### src/rtl/psf_pkg.sv
// ----------------------------------------------------------------------------
// psf_pkg
// Shared types, codes and sizes for the packet source filter.
// ----------------------------------------------------------------------------
package psf_pkg;

    localparam int BLOCK4_ENTRIES = 256;
    localparam int BLOCK6_ENTRIES = 256;
    localparam int RATE_ENTRIES   = 1024;

    localparam int B4_AW = (BLOCK4_ENTRIES > 1) ? $clog2(BLOCK4_ENTRIES) : 1;
    localparam int B6_AW = (BLOCK6_ENTRIES > 1) ? $clog2(BLOCK6_ENTRIES) : 1;
    localparam int RT_AW = (RATE_ENTRIES > 1) ? $clog2(RATE_ENTRIES) : 1;
    localparam int RT_CW = $clog2(RATE_ENTRIES + 1);
    localparam int MAX_AW = (B4_AW > B6_AW) ? ((B4_AW > RT_AW) ? B4_AW : RT_AW)
                                             : ((B6_AW > RT_AW) ? B6_AW : RT_AW);
    localparam int SCN_W = MAX_AW + 1;

    localparam int RT_DW = 128;

    localparam logic [15:0] ETYPE_IPV4 = 16'h0800;
    localparam logic [15:0] ETYPE_IPV6 = 16'h86DD;
    localparam logic [15:0] ETH_MIN    = 16'd14;
    localparam logic [15:0] IP4_MIN    = 16'd34;
    localparam logic [15:0] IP6_MIN    = 16'd54;

    localparam logic [1:0] ACT_ABORT = 2'd0;
    localparam logic [1:0] ACT_DROP  = 2'd1;
    localparam logic [1:0] ACT_PASS  = 2'd2;
    localparam logic [1:0] ACT_NONE  = 2'd3;

    localparam logic [1:0] ST_OK       = 2'd0;
    localparam logic [1:0] ST_FULL     = 2'd1;
    localparam logic [1:0] ST_NOTFOUND = 2'd2;

    localparam logic [2:0] REQ_PACKET = 3'd0;
    localparam logic [2:0] REQ_ADD4   = 3'd1;
    localparam logic [2:0] REQ_DEL4   = 3'd2;
    localparam logic [2:0] REQ_ADD6   = 3'd3;
    localparam logic [2:0] REQ_DEL6   = 3'd4;
    localparam logic [2:0] REQ_STATS  = 3'd5;

    localparam logic CFG_RATE_LIMIT = 1'b0;
    localparam logic CFG_WINDOW     = 1'b1;

    localparam logic [63:0] WINDOW_RESET = 64'd1000000000;

    typedef enum logic [2:0] {
        S_IDLE,
        S_PLAN,
        S_SCAN,
        S_RATE_CALC,
        S_RATE_UPD,
        S_COMMIT
    } state_t;

    typedef enum logic [1:0] {
        TBL_B4,
        TBL_B6,
        TBL_RT
    } table_t;

    typedef struct packed {
        logic capture;
        logic plan;
        logic scan_run;
        logic scan_finish;
        logic rate_start;
        logic rate_calc;
        logic rate_update;
        logic commit;
    } cmd_t;

    typedef struct packed {
        logic plan_scan;
        logic scan_done;
        logic need_rate;
        logic scan_rate;
        logic out_busy;
    } stat_t;

endpackage

### src/rtl/psf_ctrl.sv
// ----------------------------------------------------------------------------
// psf_ctrl
// Request sequencer: plan, table scans, rate update and result commit.
// ----------------------------------------------------------------------------
module psf_ctrl
    import psf_pkg::*;
(
    input  logic  clk,
    input  logic  rst_n,
    input  logic  in_valid,
    output logic  in_ready,
    input  stat_t st,
    output cmd_t  cmd
);

    state_t state_reg, state_next;

    always_ff @(posedge clk or negedge rst_n)
    begin
        if (!rst_n)
        begin
            state_reg <= S_IDLE;
        end
        else
        begin
            state_reg <= state_next;
        end
    end

    always_comb
    begin
        state_next = state_reg;
        cmd        = '0;
        in_ready   = 1'b0;
        unique case (state_reg)
            S_IDLE:
            begin
                in_ready = 1'b1;
                if (in_valid)
                begin
                    cmd.capture = 1'b1;
                    state_next  = S_PLAN;
                end
            end
            S_PLAN:
            begin
                cmd.plan   = 1'b1;
                state_next = st.plan_scan ? S_SCAN : S_COMMIT;
            end
            S_SCAN:
            begin
                cmd.scan_run = 1'b1;
                if (st.scan_done)
                begin
                    cmd.scan_finish = 1'b1;
                    if (st.scan_rate)
                    begin
                        state_next = S_RATE_CALC;
                    end
                    else if (st.need_rate)
                    begin
                        cmd.rate_start = 1'b1;
                    end
                    else
                    begin
                        state_next = S_COMMIT;
                    end
                end
            end
            S_RATE_CALC:
            begin
                cmd.rate_calc = 1'b1;
                state_next    = S_RATE_UPD;
            end
            S_RATE_UPD:
            begin
                cmd.rate_update = 1'b1;
                state_next      = S_COMMIT;
            end
            S_COMMIT:
            begin
                if (!st.out_busy)
                begin
                    cmd.commit = 1'b1;
                    state_next = S_IDLE;
                end
            end
            default:
            begin
                state_next = S_IDLE;
            end
        endcase
    end

endmodule

### config.mk
export PLATFORM = sky130hd
export DESIGN_NAME = psf_ctrl
export DESIGN_NICKNAME = d
export VERILOG_FILES = /design/src/rtl/psf_pkg.sv /design/src/rtl/psf_ctrl.sv
export SDC_FILE = /design/constraint.sdc
export NUM_CORES = 1
export LEC_CHECK = 0
export ABC_AREA = 1
export BUFFER_PORTS_ARGS = -buffer_cell sky130_fd_sc_hd__buf_4
export CAP_MARGIN = 20
export CORE_AREA = 2 2 39 41
export CTS_CLUSTER_DIAMETER = 30
export DETAILED_ROUTE_END_ITERATION = 16
export DIE_AREA = 0 0 41 43
export SLEW_MARGIN = 25
export SYNTH_ARGS = -nofsm -noshare
export SYNTH_HDL_FRONTEND = slang
export SYNTH_SLANG_ARGS = --single-unit
### constraint.sdc
create_clock -name clk -period 1.44 [get_ports clk]
set_input_delay 0.072 -clock clk [delete_from_list [all_inputs] [get_ports clk]]
set_output_delay 0.072 -clock clk [all_outputs]
set_load 0.005 [all_outputs]
==> results_dict.tcl, run 1 <==
set metrics [dict create \
    status "finished clean" \
    detail_route.vias_per_cell 4.22 \
    start_util_pct 18.8 \
    ys_warn_count 0 \
    rsz0062_at_grt "no" \
    cp_slowest_cell "dfrtp_1" \
    drt-total-wl_um 703 \
    final_common_cell "buf_4" \
    path_cells "inv_2, nand3_2, nor3_1, buf_4" \
    synth_top_area_share_pct 28.8 \
    postCtsHoldBufs 1 \
    reg2reg_to "state_reg[0]" \
    die_h_um 43 \
    start_kind "flip-flop" \
    largest_register_ffs 3 \
    critPathArrivalTime_ns 1.22 \
    grt_overflow 0 \
    cts.reportedPaths.clkPinSlew_ns 0.04 \
    drtAntennaViolNets 0 \
    hp-start "st[3]" \
    groute.usage.overall_pct 8.94 \
    endpoint_kind "output pin" \
    numCtsBuffers 3 \
    crit_required_ns 1.37 \
    clockRootBuffer "clkbuf_4" \
    core-area_mm2 0.00138 \
    firstDrtPassIters 4 \
    vias 342 \
    min_period_ns 1.29 \
    cap_violations 0 \
    post-place-ws_ns 0.305 \
    dp_hpwl_um 581 \
    tns_ns 0 \
    post_synth.cell_area_avg_um2 5.91 \
    slowest_delay_ns 0.42 \
    syn_inst 44 \
    cts_setup_buffers 0 \
    cts_tree "yes" \
    fmax_mhz 772 \
    grt_pass1_wl_um 1010 \
    fin_skew_ns 0.00526 \
    wl_per_cell_um 8.68 \
    syn2layout_area_growth_pct 67.8 \
    power_uw 814 \
    ys_seq_elements 3 \
    synth_cell_types 13 \
    gp_congestion 0.769 \
    clk_path_buf_depth 2 \
    ctsResizeCount 0 \
    peakVddDrop_uv 505 \
    fin_crit_sh_pct 89.9 \
    netlist_area_um2 260 \
    final_max_slew_viol_count 0 \
    clk_latency_ns 0.24 \
    clock-sinks 3 \
    final_hold_viol_count 0 \
    drive_above_1_share_pct 40.0 \
    die_width_um 41 \
    port-buffer-count 16 \
    worstMarginPinSlew_ns 0.269 \
    instances_no_fill 81 \
    rows 14 \
    rrSetupSlack_ns 0.29 \
    min_path_type "in -> reg" \
    cp_num_buf_inv 2 \
    postSynthNetCount 52 \
    hold_end "state_reg[1]" \
    nets 74 \
    yosysTopAreaCell "dfrtp_1" \
    post-place-cells 76 \
    antenna_found_initial 0 \
    crit_path_start "state_reg[2]" \
    max_slew_margin_pct 81.9 \
    worstHoldPathCells 4 \
    layout_common_cells "16 x buf_4, 12 x nand2_1, 7 x inv_1, 4 x inv_2, 4 x nor2_1" \
    htree_num_levels 1 \
    cp_top_family "flip-flops" \
    leakagePower_nw 0.260 \
    diodes 0 \
    crit_fanout 6 \
    fin_ws_ns 0.145 \
    synth_seq_area_share_pct 28.8 \
    dieArea_mm2 0.00176 \
    grt_max_degree 7 \
    drt_iter0_drc 9 \
    drc 0 \
    ys_top_cells_by_area "dfrtp_1 29%, nand2_1 17%, inv_1 10%, nand3_1 5.8%, nor3_1 5.8%" \
    first_global_vias 296 \
    rr_worst_depth 6 \
    pwr_density_cell_mw_per_mm2 1860 \
    setup_viol_count_final 0 \
    n_fill_cell 151 \
    reg2reg_from "state_reg[2]" \
    io_pins 17 \
    path_class "reg -> out" \
]
-- synth_stat cells --
cell / number
a21oi_2: 1
dfrtp_1: 3
inv_1: 7
inv_2: 4
nand2_1: 12
nand3_1: 3
nand3_2: 1
nand4_1: 2
nor2_1: 4
nor2_2: 1
nor3_1: 3
nor4_1: 1
o21ai_0: 2
-- layout make-up --
type / instances / area, µm² / share of cell area, %
Sequential cell: 3 / 75.1 / 17.2
Timing Repair Buffer: 17 / 130 / 29.8
Multi-Input combinational cell: 30 / 144 / 33.0
Inverter: 11 / 41.3 / 9.46
Tap cell: 16 / 20.0 / 4.58
Clock buffer: 4 / 26.3 / 6.02
-- worst max-delay path by stage --
| stage | end | slack (ns) | cells after the start |
|---|---|---|---|
| floorplan | state_reg[0] | 0.40 | 6 |
| global placement | state_reg[1] | 0.33 | 5 |
| detailed placement | state_reg[0] | 0.30 | 6 |
| CTS | cmd[3] | 0.13 | 4 |
| global route | cmd[7] | 0.07 | 4 |
| finish | cmd[3] | 0.15 | 4 |
-- stage by stage --
| step | instance area [µm²] | utilization [%] | hold WS (ns) |
|---|---|---|---|
| 2_1_floorplan | 260 | - | -0.224 |
| 3_3_place_gp | 400 | 28.9 | -0.138 |
| 3_5_place_dp | 400 | 28.9 | -0.138 |
| 4_1_cts | 437 | 31.6 | 0.121 |
| 5_1_grt | 437 | 31.6 | 0.155 |
| 6_report | 437 | 31.6 | 0.121 |
-- cell families (layout without fill, tap and decap cells) --
group,Yosys count,after routing,share of synthesized area [%]
buf+inv,11,32,15.9
simple gates,27,27,48.1
flops,3,3,28.8
compound gates,3,3,7.21
-- report_power, final --
group | internal [mW] | switching [mW]
Sequential | 0.127 | 0.0543
Combinational | 0.220 | 0.264
Clock | 0.104 | 0.0445
-- metal layers --
layer | global-route usage, % | up-vias | wire length [µm]
met2 | 14.7 | 12 | 363
met4 | 10.0 | 0 | 0
met3 | 2.09 | 0 | 58
met5 | 0 | - | 0
li1 | - | 182 | -
met1 | 7.40 | 148 | 281
-- worst min-delay path, cell delays in order --
cell	delay, ns
buf_4	0.09
a21oi_2	0.05
inv_1	0.05
nand2_1	0.05
(Power assumes the default switching activity.)
==> inputs of run 2 (changes only) <==
--- a/config.mk
+++ b/config.mk
@@ -5,9 +5,7 @@
 export SDC_FILE = /design/constraint.sdc
 export NUM_CORES = 1
 export LEC_CHECK = 0
-export ABC_AREA = 1
 export BUFFER_PORTS_ARGS = -buffer_cell sky130_fd_sc_hd__buf_4
-export CAP_MARGIN = 20
 export CORE_AREA = 2 2 39 41
 export CTS_CLUSTER_DIAMETER = 30
 export DETAILED_ROUTE_END_ITERATION = 16
==> run 2 against run 1 <==
Hold slack worse by 0.019 ns. Routed wire length down 5.1%. Synthesized cell count down 32%. Sequential share of layout area down 0.11 points. Combinational power up 2%. Cell area up 4.0%. Power up 5.2%. Clock power about the same. Sequential cell count unchanged. Register-to-register slack worse by 0.06 ns. First-iteration DRC count down 89%. Die area unchanged.
==> results_dict.tcl, run 2 <==
set metrics [dict create \
    status "finished clean" \
    diodes 0 \
    async_flop_share_pct 100 \
    clock-sinks 3 \
    firstDrtPassIters 3 \
    min_period_ns 1.40 \
    layout_common_cells "20 x buf_4, 3 x clkbuf_4" \
    post_synth.cell_area_avg_um2 9.05 \
    grt_overflow 0 \
    synth-main-ff-cell "dfrtp_1" \
    start_util_pct 19.6 \
    instances_no_fill 68 \
    yosys.area_share.simple_pct 37.3 \
    fmax_mhz 716 \
    muxShareOfSynthArea_pct 0 \
    numCtsBuffers 3 \
    final_max_slew_viol_count 0 \
    clockRootBuffer "clkbuf_4" \
    crit_path_start "state_reg[2]" \
    drt-total-wl_um 667 \
    clk_latency_ns 0.23 \
    hp-start "st[4]" \
    peakVddDrop_uv 443 \
    postSynthNetCount 38 \
    n_fill_cell 151 \
    largest_register_ffs 3 \
    max_slew_margin_pct 83.9 \
    nets 61 \
    fin_skew_ns 0.00331 \
    synthAdderAreaFrac_pct 0 \
    synth_cell_types 24 \
    port-buffer-count 16 \
    first_global_vias 268 \
    drtAntennaViolNets 0 \
    die_h_um 43 \
    antenna_found_initial 0 \
    rsz0062_at_grt "yes" \
    netlist_area_um2 272 \
    setup_viol_count_final 0 \
    ys_top_cells_by_area "dfrtp_1 28%, nor3b_2 9.2%, and2_1 4.6%, buf_6 4.1%, nor4bb_1 3.7%" \
    cts.reportedPaths.clkPinSlew_ns 0.04 \
    ys_seq_elements 3 \
    htree_num_levels 1 \
    drc 0 \
    post-place-cells 61 \
    synth-edff-count 0 \
    fin_crit_sh_pct 97.0 \
    critPathArrivalTime_ns 1.32 \
    grt_pass1_wl_um 1020 \
    ys_warn_count 0 \
    cts_tree "yes" \
    leakagePower_nw 0.233 \
    drive_above_1_share_pct 51.9 \
    vias 304 \
    synth.most_common_cell "dfrtp_1" \
    detail_route.vias_per_cell 4.47 \
    start_kind "flip-flop" \
    clk_path_buf_depth 2 \
    pwr_density_cell_mw_per_mm2 1890 \
    yosysTopAreaCell "dfrtp_1" \
    grt_max_degree 12 \
    fin_ws_ns 0.0438 \
    gp_congestion 0.760 \
    final_hold_viol_count 0 \
    dieArea_mm2 0.00176 \
    drt_iter0_drc 1 \
    path_class "reg -> out" \
    synth-compound-area-share_pct 22.6 \
    endpoint_kind "output pin" \
    cap_violations 0 \
    io_pins 17 \
    netlist_top_cells_count "3 x dfrtp_1, 2 x and2_1, 2 x inv_1, 2 x nor3b_2, 2 x o21ai_1" \
    core-area_mm2 0.00138 \
    syn2layout_area_growth_pct 67.3 \
    die_width_um 41 \
    syn_inst 30 \
    groute.usage.overall_pct 8.56 \
    final_common_cell "buf_4" \
    rows 14 \
    post-place-ws_ns 0.202 \
    worstMarginPinSlew_ns 0.239 \
    power_uw 857 \
    wl_per_cell_um 9.81 \
    synth_top_area_share_pct 27.6 \
    tns_ns 0 \
    synth_xor_area_share_pct 0 \
    reg2reg_from "state_reg[0]" \
    crit_fanout 11 \
    crit_required_ns 1.37 \
    synth_top_family_by_area "simple AND/OR/NAND/NOR gates" \
    final_util_pct 32.8 \
    synth_seq_area_share_pct 27.6 \
    min_path_type "in -> reg" \
]
## run 2: final cells by class
class	count	area, µm²	share of cell area (%)
Multi-Input combinational cell	22	163	35.8
Inverter	2	7.51	1.65
Clock buffer	4	26.3	5.79
Sequential cell	3	77.6	17.1
Tap cell	16	20.0	4.41
Timing Repair Buffer	21	160	35.3
## run 2: layer usage
metal | GRT usage [%] | vias up | wire length (µm)
met3 | 1.57 | 2 | 46
li1 | - | 156 | -
met2 | 12.2 | 12 | 303
met4 | 6.00 | 0 | 16
met1 | 11.0 | 134 | 301
met5 | 0 | - | 0
## run 2: stage by stage
step	hold WS [ns]	cell area (µm²)
floorplan	-0.224	272
detailed placement	-0.138	400
finish	0.103	454
global placement	-0.138	400
global route	0.104	454
CTS	0.0982	439
## run 2: where the power goes
group	switching [mW]	internal (mW)	total [mW]
clock network	0.0439	0.104	0.148
logic	0.183	0.310	0.493
registers	0.0817	0.135	0.216
## run 2: cells by family (layout without fill, tap and decap cells)
kind of cell,count (synthesis),after routing
simple gates,13,13
compound gates,9,9
buf+inv,5,27
flops,3,3
## run 2: final timing paths
path	end	slack (ns)	cells after the start
max	cmd[3]	0.04	4
min	state_reg[1]	0.10	2
max reg2reg	state_reg[2]	0.23	4
min reg2reg	state_reg[2]	0.70	2
max in group asynchronous	state_reg[0]	1.17	2
min in group asynchronous	state_reg[2]	0.16	2
## run 2: critical path: stages, from the launching register on
cell and delay [ns]:
dfrtp_2 0.47, nor3b_2 0.19, and2_1 0.16, and3_1 0.16, buf_4 0.10
## run 2: what timing repair did
item | in CTS | in global routing
setup buffers | 0 | 2
hold buffers | 1 | 0
resized for setup | 2 | 0
hold endpoints to repair | 3 | 0
setup endpoints to repair | 1 | 2
